$ cat config.mk
export PLATFORM = sky130hd
export DESIGN_NAME = fpcu_ctrl
export DESIGN_NICKNAME = d
export VERILOG_FILES = /design/src/design/fpcu_pkg.sv /design/src/design/fpcu_ctrl.sv
export SDC_FILE = /design/constraint.sdc
export NUM_CORES = 1
export LEC_CHECK = 0
export ABC_AREA = 1
export BUFFER_PORTS_ARGS = -buffer_cell sky130_fd_sc_hd__buf_2
export CAP_MARGIN = 40
export CORE_MARGIN = 2
export CORE_UTILIZATION = 48
export DETAILED_ROUTE_END_ITERATION = 16
export PLACE_DENSITY = 0.74
export SYNTH_ARGS = -nofsm -noshare
export SYNTH_HDL_FRONTEND = slang
export SYNTH_SLANG_ARGS = --single-unit
$ cat constraint.sdc
create_clock -name clk -period 1.95 [get_ports clk]
set_input_delay 0.4875 -clock clk [delete_from_list [all_inputs] [get_ports clk]]
set_output_delay 0.4875 -clock clk [all_outputs]
set_load 0.03 [all_outputs]
$ cat src/design/fpcu_pkg.sv
// Shared constants, command/status types and the saturation helper of the calculator.
`timescale 1ns / 1ps
package fpcu_pkg;

  // Intermediate widths
  localparam int unsigned NumW  = 48;
  localparam int unsigned RemW  = 33;

  // Register reset values
  localparam logic [7:0]  IterLimitRst = 8'd100;
  localparam logic [15:0] TolRst       = 16'd7;

  // Configuration register indexes
  localparam logic CFG_ITER_LIMIT = 1'b0;
  localparam logic CFG_TOL        = 1'b1;

  // Opcodes
  localparam logic [2:0] OP_DIV  = 3'd1;
  localparam logic [2:0] OP_MUL  = 3'd2;
  localparam logic [2:0] OP_POW  = 3'd3;
  localparam logic [2:0] OP_SQRT = 3'd4;

  // Status codes
  localparam logic [2:0] ST_OK      = 3'd0;
  localparam logic [2:0] ST_DIV0    = 3'd1;
  localparam logic [2:0] ST_SAT     = 3'd2;
  localparam logic [2:0] ST_NEGROOT = 3'd3;
  localparam logic [2:0] ST_BADOP   = 3'd4;

  // Q16.16 constants
  localparam logic [31:0] Q16_ONE = 32'h0001_0000;
  localparam logic [31:0] Q16_MAX = 32'h7FFF_FFFF;
  localparam logic [31:0] Q16_MIN = 32'h8000_0000;

  // Datapath micro-operations
  localparam logic [3:0] UOP_NOP      = 4'd0;
  localparam logic [3:0] UOP_LOAD     = 4'd1;
  localparam logic [3:0] UOP_DIV_INIT = 4'd2;
  localparam logic [3:0] UOP_DIV_STEP = 4'd3;
  localparam logic [3:0] UOP_DIV_END  = 4'd4;
  localparam logic [3:0] UOP_MUL      = 4'd5;
  localparam logic [3:0] UOP_MUL_END  = 4'd6;
  localparam logic [3:0] UOP_PMUL     = 4'd7;
  localparam logic [3:0] UOP_POW_UPD  = 4'd8;
  localparam logic [3:0] UOP_POW_END  = 4'd9;
  localparam logic [3:0] UOP_SQ_UPD   = 4'd10;
  localparam logic [3:0] UOP_SQ_END   = 4'd11;

  typedef struct packed {
    logic [3:0] uop;
    logic       out_load;
  } fpcu_cmd_t;

  typedef struct packed {
    logic early;
    logic div_last;
    logic pow_end;
    logic pow_ovf;
    logic sq_end;
  } fpcu_sts_t;

  // Apply sign to a magnitude and clamp to 32 bits; bit 32 flags saturation
  function automatic logic [32:0] sat_q16(input logic [NumW-1:0] mag, input logic neg);
    logic [32:0] res;
    if (neg) begin
      if (mag > {16'd0, Q16_MIN}) res = {1'b1, Q16_MIN};
      else                        res = {1'b0, (~mag[31:0]) + 32'd1};
    end else begin
      if (mag > {16'd0, Q16_MAX}) res = {1'b1, Q16_MAX};
      else                        res = {1'b0, mag[31:0]};
    end
    return res;
  endfunction

endpackage

$ cat src/design/fpcu_ctrl.sv
// Controller: sequences the datapath through each operation and owns the handshakes.
`timescale 1ns / 1ps
module fpcu_ctrl
  import fpcu_pkg::*;
(
  input  logic       clk,
  input  logic       rst_n,
  input  logic       in_valid,
  output logic       in_stall,
  input  logic [2:0] in_opcode,
  output logic       out_valid,
  input  logic       out_stall,
  input  fpcu_sts_t  sts,
  output fpcu_cmd_t  cmd
);

  localparam logic [3:0] S_IDLE    = 4'd0;
  localparam logic [3:0] S_DISP    = 4'd1;
  localparam logic [3:0] S_DV_RUN  = 4'd2;
  localparam logic [3:0] S_DV_END  = 4'd3;
  localparam logic [3:0] S_MUL_END = 4'd4;
  localparam logic [3:0] S_POW_CHK = 4'd5;
  localparam logic [3:0] S_POW_UPD = 4'd6;
  localparam logic [3:0] S_SQ_CHK  = 4'd7;
  localparam logic [3:0] S_SQ_RUN  = 4'd8;
  localparam logic [3:0] S_SQ_UPD  = 4'd9;
  localparam logic [3:0] S_FIN     = 4'd10;

  logic [3:0] state_r, state_nxt;
  logic [2:0] op_r;
  logic       out_valid_r, out_valid_nxt;
  logic       in_acc, slot_free;

  assign in_stall  = state_r != S_IDLE;
  assign in_acc    = in_valid && !in_stall;
  assign slot_free = !out_valid_r || !out_stall;

  // Next state and micro-operation
  always_comb begin
    state_nxt    = state_r;
    cmd.uop      = UOP_NOP;
    cmd.out_load = 1'b0;
    case (state_r)
      S_IDLE: begin
        if (in_valid) begin
          cmd.uop   = UOP_LOAD;
          state_nxt = S_DISP;
        end
      end
      S_DISP: begin
        if (sts.early) begin
          state_nxt = S_FIN;
        end else begin
          case (op_r)
            OP_DIV: begin
              cmd.uop   = UOP_DIV_INIT;
              state_nxt = S_DV_RUN;
            end
            OP_MUL: begin
              cmd.uop   = UOP_MUL;
              state_nxt = S_MUL_END;
            end
            OP_POW:  state_nxt = S_POW_CHK;
            OP_SQRT: state_nxt = S_SQ_CHK;
            default: state_nxt = S_FIN;
          endcase
        end
      end
      S_DV_RUN: begin
        cmd.uop = UOP_DIV_STEP;
        if (sts.div_last) state_nxt = S_DV_END;
      end
      S_DV_END: begin
        cmd.uop   = UOP_DIV_END;
        state_nxt = S_FIN;
      end
      S_MUL_END: begin
        cmd.uop   = UOP_MUL_END;
        state_nxt = S_FIN;
      end
      S_POW_CHK: begin
        if (sts.pow_end) begin
          cmd.uop   = UOP_POW_END;
          state_nxt = S_FIN;
        end else begin
          cmd.uop   = UOP_PMUL;
          state_nxt = S_POW_UPD;
        end
      end
      S_POW_UPD: begin
        cmd.uop   = UOP_POW_UPD;
        state_nxt = sts.pow_ovf ? S_FIN : S_POW_CHK;
      end
      S_SQ_CHK: begin
        if (sts.sq_end) begin
          cmd.uop   = UOP_SQ_END;
          state_nxt = S_FIN;
        end else begin
          cmd.uop   = UOP_DIV_INIT;
          state_nxt = S_SQ_RUN;
        end
      end
      S_SQ_RUN: begin
        cmd.uop = UOP_DIV_STEP;
        if (sts.div_last) state_nxt = S_SQ_UPD;
      end
      S_SQ_UPD: begin
        cmd.uop   = UOP_SQ_UPD;
        state_nxt = S_SQ_CHK;
      end
      S_FIN: begin
        if (slot_free) begin
          cmd.out_load = 1'b1;
          state_nxt    = S_IDLE;
        end
      end
      default: state_nxt = S_IDLE;
    endcase
  end

  // Output valid: set on load, drop once taken
  always_comb begin
    out_valid_nxt = out_valid_r;
    if (out_valid_r && !out_stall) out_valid_nxt = 1'b0;
    if (cmd.out_load)              out_valid_nxt = 1'b1;
  end

  always_ff @(posedge clk) begin
    if (!rst_n) begin
      state_r     <= S_IDLE;
      out_valid_r <= 1'b0;
    end else begin
      state_r     <= state_nxt;
      out_valid_r <= out_valid_nxt;
    end
  end

  // Hold the opcode of the accepted transaction
  always_ff @(posedge clk) begin
    if (in_acc) op_r <= in_opcode;
  end

  assign out_valid = out_valid_r;

endmodule

# After elaboration in Yosys (flattened, before gate mapping)
# Cells that the tools add are included.
# totals
regBits	8
wordCells	53
# op_classes
eq_ne	18
muxes	20
reduce_logical	12
# ops
cell	n
4-bit case mux with 10 select lines	1
4-bit 2-to-1 mux	9
4-bit case mux with 9 select lines	1
4-bit by 3-bit == test with 1-bit output (second input constant)	4
4-bit case mux with 4 select lines	1
4-bit == test (second input constant)	3
4-bit by 2-bit == test with 1-bit output (second input constant)	2
2-bit != test (second input constant)	4
3-bit by 2-bit == test with 1-bit output (second input constant)	2
3-bit case mux with 2 select lines	1
1-bit 2-to-1 mux	5
4-bit by 1-bit == test with 1-bit output (second input constant)	1
4-bit zero test	1
4-bit AND reduction	1
4-bit nonzero test	1
2-bit OR reduction	2
3-bit by 1-bit == test with 1-bit output (second input constant)	1
3-bit == test (second input constant)	1
1-bit zero test	3
3-bit 2-to-1 mux	1
1-bit logical AND	2
2-bit 2-to-1 mux	1
2-bit nonzero test	1
1-bit logical OR	1

# Logic depth before layout (Yosys ltp)
# Gate-level depths: netlist (run 1).
# depth
word_depth	5
mapped_depth	10
ltp_nobuf	10

# Worst setup path before layout (run 1)
# Ideal clock, no wire load.
# synth_timing
path_kind	register -> output
startpoint	register state_r[0]
endpoint	output cmd[1] (netlist name)
t_arrival_ns	1.473
required_time_ns	1.462
slack_ns	-0.011
path_stages_with_launch	6
path_buffers	0
path_cell_list	dfxtp_1 > nor2_1 > nand2_1 > nor2_1 > nor3_1 > nand3b_1
# synth_lines
element	line	source
from (decl)	fpcu_ctrl.sv:29	logic [3:0] state_r, state_nxt;
from (signal assigned)	fpcu_ctrl.sv:133	state_r <= state_nxt;
to (decl)	fpcu_ctrl.sv:14	output fpcu_cmd_t cmd

==> metrics list, run 1 <==
- Cell with the biggest individual delay on the critical path: dfxtp_4
- CP top delay family: simple AND/OR/NAND/NOR gates
- Final #Nets: 145
- Overall power: ~1.5 mW
- Most frequent cells in the layout: nand2_1, buf_2, inv_1, nor2_1
- The worst hold path begins at in_opcode[2].
- Synthesis handed over a netlist of 107 instances.
- In this run the vertical extent of the chip is 40.2 um.
* Nets in the synthesized netlist: 119
- Synth-to-Final Area Change: 38.8%
* Boundary Pins: 19
- After legalization and detailed placement, the total HPWL measured 1180 um.
- DIE WIDTH: 40.2 um
* Clock latency on the worst-skew pair: 0.26 ns
* Cell Chain, Critical Path: nor2_4 > buf_4 > nand2_2 > nand2_2 > nor3_2 > nand3b_1 > buf_4
- Count of H-tree levels built during CTS: 1
- Across all register-to-register paths, the minimum setup slack is 0.66 ns.
* Slew at the pin closest to its max-slew limit: 0.219 ns
* Worst r2r path cells: 9
* Post-place setup slack: around 0.18 ns
- Hold buffer count at CTS: 0
- Dividing the detail-routed wire length by the instance count gives 10.7 um.
- Reg-to-reg critical path startpoint: state_r[3]
- Dividing total power by cell area gives a power density of 1670 mW/mm^2.
- Clock-pin slew was measured on the worst setup and hold paths at 0.05 ns.
- VDD IR-drop max: approximately 890 uV
* Crit path launch type: flop
- Setup violations remaining at the end of the flow were counted as 0.
- Along the worst path, the maximum fanout reaches 5.
- Placer Congestion: 0.821
* WP data arrival: ~1.4 ns
- Number of iterations in the first detailed-routing pass: 4
- Min-Delay Path Depth: 1
- After detailed routing, the number of remaining DRC violations is 0.
* Register area: 205 um^2
* Antenna Violating Nets Remaining: 0
- Worst setup EP type: output pin
- Counting the fill cells in the layout gives between 100 and 150.
* Average instance area after synthesis: 5.87 um^2
* Core Box Area: 0.00125 mm^2
* Slowest cell delay on critical path: 0.38 ns
- Maximum number of buffers from clock root to sink: 2
* Leading cell type in the layout, fill and taps excluded: nand2_1
* Post-Route WL: between 1500 and 2000 um
- Based on the critical path, the design can be clocked at up to 521 MHz.
* Final Hold Viols: 0
* Area of the mapped netlist: between 600 and 700 um^2
- Vias/cell: around 5.0
- Antenna violations before repair: 0
- Area of the multi-input gates: 428 um^2
- Worst-case hold path end point: op_r[2]
- Routed via count: 736
- On the final layout, the worst clock skew is approximately 0.0033 ns.
* Final setup slack of the worst path: 0.0293 ns
* Outcome: finished clean
* Kind of path behind the tightest hold check: input pin to flop
- Global routing consumed, over all layers together, 20.5% of the routing resources.
* Total leakage power: 0.437 nW
- Total clock buffers created by CTS: 3
* Required time of the worst setup path: 1.46 ns
- Vias in the first global route: about 580
* Yosys warning count: 0
* Clock tree root driver cell: clkbuf_4
- In this run the tool buffered the top-level ports with 18 buffer cells.
* Total buffers and inverters traversed by the critical path: 2
- After the first detailed-routing iteration, the DRC count stood at 23.
- Fraction of final layout cells with drive strength greater than 1: between 30% and 40%
* Number of pins exceeding their max-slew limit in the final report: 0
- For this design, the sink count on the clock tree is 8.
- The total overflow left after global routing is 0.
* Flops & latches, synth: 8
- Seq/Total Area, Yosys: 30.3%
- In this run the tightest slew margin relative to its limit is between 80% and 90%.
* Max-cap violations: 0
- The routed design could run at a clock period as short as about 1.9 ns.
- After floorplanning, the core was divided into 13 placement rows.
- Pin count of the biggest net entering global routing: 7
- Number of unique standard cell types used by synthesis: 17
* Diode count: 0
* CTS tree: yes
* Final critical-path share of the clock period: 98.5%
* Floorplan die area: roughly 0.0016 mm^2
- First-pass GRT wire length: 2190 um
* End of the worst register-to-register path: state_r[3]
* Worst setup path class: flop to output pin
* Effective utilization at floorplan: roughly half
Yosys cell counts:
library cell	count	area [um^2]
nand2_1	31	116
nor2_1	18	67.6
inv_1	14	52.6
nand3_1	9	45.0
a21oi_1	7	35.0
nor2_2	6	37.5
dfxtp_1	5	100
edfxtp_1	3	90.1
o21ai_0	3	15.0
inv_2	2	7.51
nand3b_1	2	15.0
nor3_1	2	10.0
buf_4	1	7.51
nand2_2	1	6.26
nand4_1	1	6.26
nor2_4	1	11.3
o21ai_1	1	5.00
cells by family (layout without fill, tap and decap cells):
group                  count (synthesis)  count (layout)  share of synthesized area (%)
AO/OA/AOI/OAI                         11              11                           8.76
buffers and inverters                 17              42                           10.8
flip-flops                             8               8                           30.3
AND/OR/NAND/NOR                       71              71                           50.2
flip-flops by register name (all words and copies together), names as in the netlist:
signal,count
state_r,4
op_r,3
out_valid,1
final cells by class:
cell class	count	area share (%)
clock buffers	4	3.01
multi-input cells	82	49.1
flip-flops and latches	8	23.5
inverters	16	7.17
well taps	15	2.15
repair buffers	22	15.1
metal layers:
layer / vias up / part of all wire [%] / track usage, %
met5: - / 0 / 0
met4: 0 / 1.1 / 7.50
met3: 2 / 4.5 / 3.33
met2: 22 / 49 / 35.1
met1: 325 / 45 / 25.6
li1: 387 / - / -
per-stage QoR:
| step | TNS [ns] | cell area, um^2 | utilization (%) | hold WS [ns] | instances |
|---|---|---|---|---|---|
| after detailed placement | 0 | 739 | 59.0 | 0.474 | 140 |
| after global routing | -0.0326 | 872 | 69.6 | 0.400 | 147 |
| final | 0 | 872 | 69.6 | 0.405 | 147 |
| after CTS | 0 | 812 | 64.8 | 0.396 | 146 |
| after global placement | 0 | 739 | 59.0 | 0.467 | 140 |
| after floorplan | 0 | 631 | - | 0.537 | 107 |
report_power, final:
part / leakage (nW) / switching, mW / internal (mW)
combinational: 0.350 / 0.619 / 0.369
sequential: 0.0721 / 0.0781 / 0.253
clock: 0.0150 / 0.0562 / 0.0783
how the worst max path moves through the flow:
stage                           from      to  slack (ns)  cells after the start
after detailed placement  state_r[0]  cmd[3]        0.18                      7
after global routing      state_r[3]  cmd[2]       -0.02                      7
after floorplan           state_r[0]  cmd[1]        0.05                      5
final                     state_r[3]  cmd[1]        0.03                      7
after CTS                 state_r[3]  cmd[1]       0.008                      7
after global placement    state_r[0]  cmd[1]        0.22                      6
repair_timing:
action,4_1_cts,5_1_grt
gates resized for setup,12,17
buffers inserted,2,1
pin swaps,4,5
hold endpoints to repair,0,0
endpoints found under the setup margin,3,3
Note: power is estimated with default switching activity, not from simulation.
==> run 2: changes to the inputs <==
--- a/config.mk
+++ b/config.mk
@@ -11,7 +11,7 @@
 export CORE_MARGIN = 2
 export CORE_UTILIZATION = 48
 export DETAILED_ROUTE_END_ITERATION = 16
-export PLACE_DENSITY = 0.74
+export PLACE_DENSITY = 0.82
 export SYNTH_ARGS = -nofsm -noshare
 export SYNTH_HDL_FRONTEND = slang
 export SYNTH_SLANG_ARGS = --single-unit
==> run 2 against run 1 <==
  * Maximum frequency grew 1.6%
  * Clock power is essentially flat
  * Worst setup slack gained 0.031 ns
  * First-iteration DRC count shrank 13%
  * Register-to-register slack lost 0.06 ns
  * Largest cell class unchanged
  * Highest routed layer unchanged
==> metrics list, run 2 (synthesized netlist as in run 1, its figures left out) <==
- The initial antenna violation count is 0.
- Highest net fanout along the worst path: 6
* Worst setup EP type: output pin
- Setup-violating endpoint count in the final report: 0
- The number of global-route vias before repair came to 631.
- Register-to-register path setup slack: roughly 0.6 ns
- The critical path goes through nor2_4 > nand2_1 > nor2_4 > nor3_2 > nand3b_1 > buf_6.
- The most numerous cell type found on the critical path is nor2_4.
- The HPWL after detailed placement is 1230 um.
- Hold buffer count at CTS: 0
- Min-Delay Path Depth: 1
- Final Hold Viols: 0
* Cell with the biggest individual delay on the critical path: dfxtp_4
- Max Freq: 529 MHz
- Fraction of final layout cells with drive strength greater than 1: 38.1%
- For this run the aggregate overflow at the end of global routing stands at 0.
- Between clock sinks in the finished design, the worst skew comes to 0.00553 ns.
* Kind of path behind the tightest hold check: input pin to flop
- In this run the standard cell core region covers 0.00125 mm^2.
* Worst-case hold path end point: op_r[0]
* Power density of the placed cells: around 1700 mW/mm^2
- First-pass GRT wire length: 2390 um
- After routing the design area is 883 um^2.
- Floorplan die area: around 0.0016 mm^2
- DRC violation count after routing: 0
- The register with the most flip-flops in the layout has 4 of them.
- No sink is reached through more buffers than the 2 on the longest clock path.
* Diode count: 0
* Post-Route WL: 1680 um
- Height of the die: between 40 and 50 um
- Routed via count: 762
- After the first detailed-routing iteration, the DRC count stood at 20.
- WP data arrival: 1.40 ns
- The die is 40.2 um wide.
- Entering global routing, the biggest net connects 7 pins.
- FP Rows: 13
- VDD IR-drop max: 1100 uV
* Worst r2r path cells: 9
- Counting flops per register, the top entry is state_r.
* Required time of the worst setup path: 1.46 ns
- Relative slew slack: 86.9%
* Total leakage power: 0.450 nW
- Compared with the post-synthesis result, the final layout area differs by 40.6%.
- Vias/cell: about 5
- The max-slew violation count was 0.
- Dividing the detail-routed wire length by the instance count gives 11.3 um.
* Max-cap violations: 0
* Reg-to-reg critical path startpoint: state_r[1]
- Final critical-path share of the clock period: 96.9%
- Count of placed standard cells in the final layout, fillers left out: between 100 and 150
- Slowest cell delay on critical path: 0.40 ns
- CTS built an H-tree with a depth of 1.
- End of the worst register-to-register path: state_r[1]
- Port bufs: 18
- Clock sinks: 8
- Final #Nets: ~150
- Number of iterations in the first detailed-routing pass: 5
- The top cell types in the final layout, fill and taps aside, are nand2_1, nor2_1, buf_2, inv_1, nand3_1.
- TritonCTS built the clock tree.
- Leaving out fill and tap cells, the most frequent cell in the layout is nand2_1.
- The detail route stage leaves a number of antenna-violating nets equal to 0.
* Clock latency on the worst-skew pair: between 0.2 and 0.3 ns
* Worst setup path class: flop to output pin
* Outcome: finished clean
* Boundary Pins: 19
- # placed instances: 139
- Summing all placed instances gives a cell area of 732 um^2.
- For the pin with the worst max-slew slack, the measured transition is 0.195 ns.
- Clock tree root driver cell: clkbuf_4
- Effective utilization at floorplan: between 50% and 60%
- The smallest clock period supported by the final layout is computed as approximately 1.9 ns.
- Placer Congestion: 0.843
* Post-CTS clock slew at the launch and capture registers of the worst setup and hold paths: around 0.06 ns
* Beginning of the worst hold path: in_opcode[0]
- The worst setup path is launched from a flop.
* Total track usage: 21.8%
- The number of clock buffers added by TritonCTS is 3.
run 2: cell count changes in the layout (fill, tap and decap cells not counted), sizes merged:
cell / previous run / this run
buf: 21 / 23
run 2: how the worst max path moves through the flow:
stage          slack [ns]      to  depth (start not counted)        from
2_1_floorplan        0.05  cmd[1]                          5  state_r[0]
3_3_place_gp         0.14  cmd[1]                          6  state_r[0]
3_5_place_dp         0.06  cmd[1]                          6  state_r[0]
4_1_cts             0.004  cmd[1]                          6  state_r[0]
5_1_grt             -0.02  cmd[3]                          8  state_r[3]
6_report             0.06  cmd[1]                          6  state_r[0]
run 2: layer usage:
layer,GRT usage [%],vias to the layer above,wire length (um)
met2,40.7,33,843
met5,0,-,0
li1,-,395,-
met4,6.67,0,27
met1,24.8,329,716
met3,3.89,5,94
run 2: repair_timing:
action / in CTS / in global routing
setup buffers: 2 / 4
gates resized for setup: 17 / 10
endpoints found under the setup margin: 3 / 3
pin swaps: 4 / 6
hold endpoints to repair: 0 / 0
run 2: report_power, final:
group | switching [mW] | internal, mW
clock | 0.0566 | 0.0783
combinational | 0.644 | 0.396
sequential | 0.0732 | 0.253
total | 0.774 | 0.727
run 2: final cells by class:
cell class / instances / area [um^2]
Multi-Input combinational cell: 82 / 423
Fill cell: 98 / 369
Sequential cell: 8 / 205
Timing Repair Buffer: 24 / 150
Inverter: 16 / 60.1
Clock buffer: 4 / 26.3
Tap cell: 15 / 18.8
run 2: stage by stage:
step | setup slack [ns] | power [mW] | setup TNS (ns) | hold WS, ns | util [%]
finish | 0.0604 | 1.50 | 0 | 0.407 | 70.5
global route | -0.0174 | 1.61 | -0.0441 | 0.393 | 70.5
CTS | 0.00414 | 1.35 | 0 | 0.400 | 65.5
detailed placement | 0.0607 | 1.10 | 0 | 0.479 | 58.4
global placement | 0.136 | 1.08 | 0 | 0.471 | 58.4
floorplan | 0.0502 | 0.909 | 0 | 0.537 | -
run 2: worst max-delay path, delay by kind of cell (launching register included):
family	cells	cell delay, ns
and+or+nand+nor	5	0.60
DFF	1	0.40
buffers and inverters	1	0.15
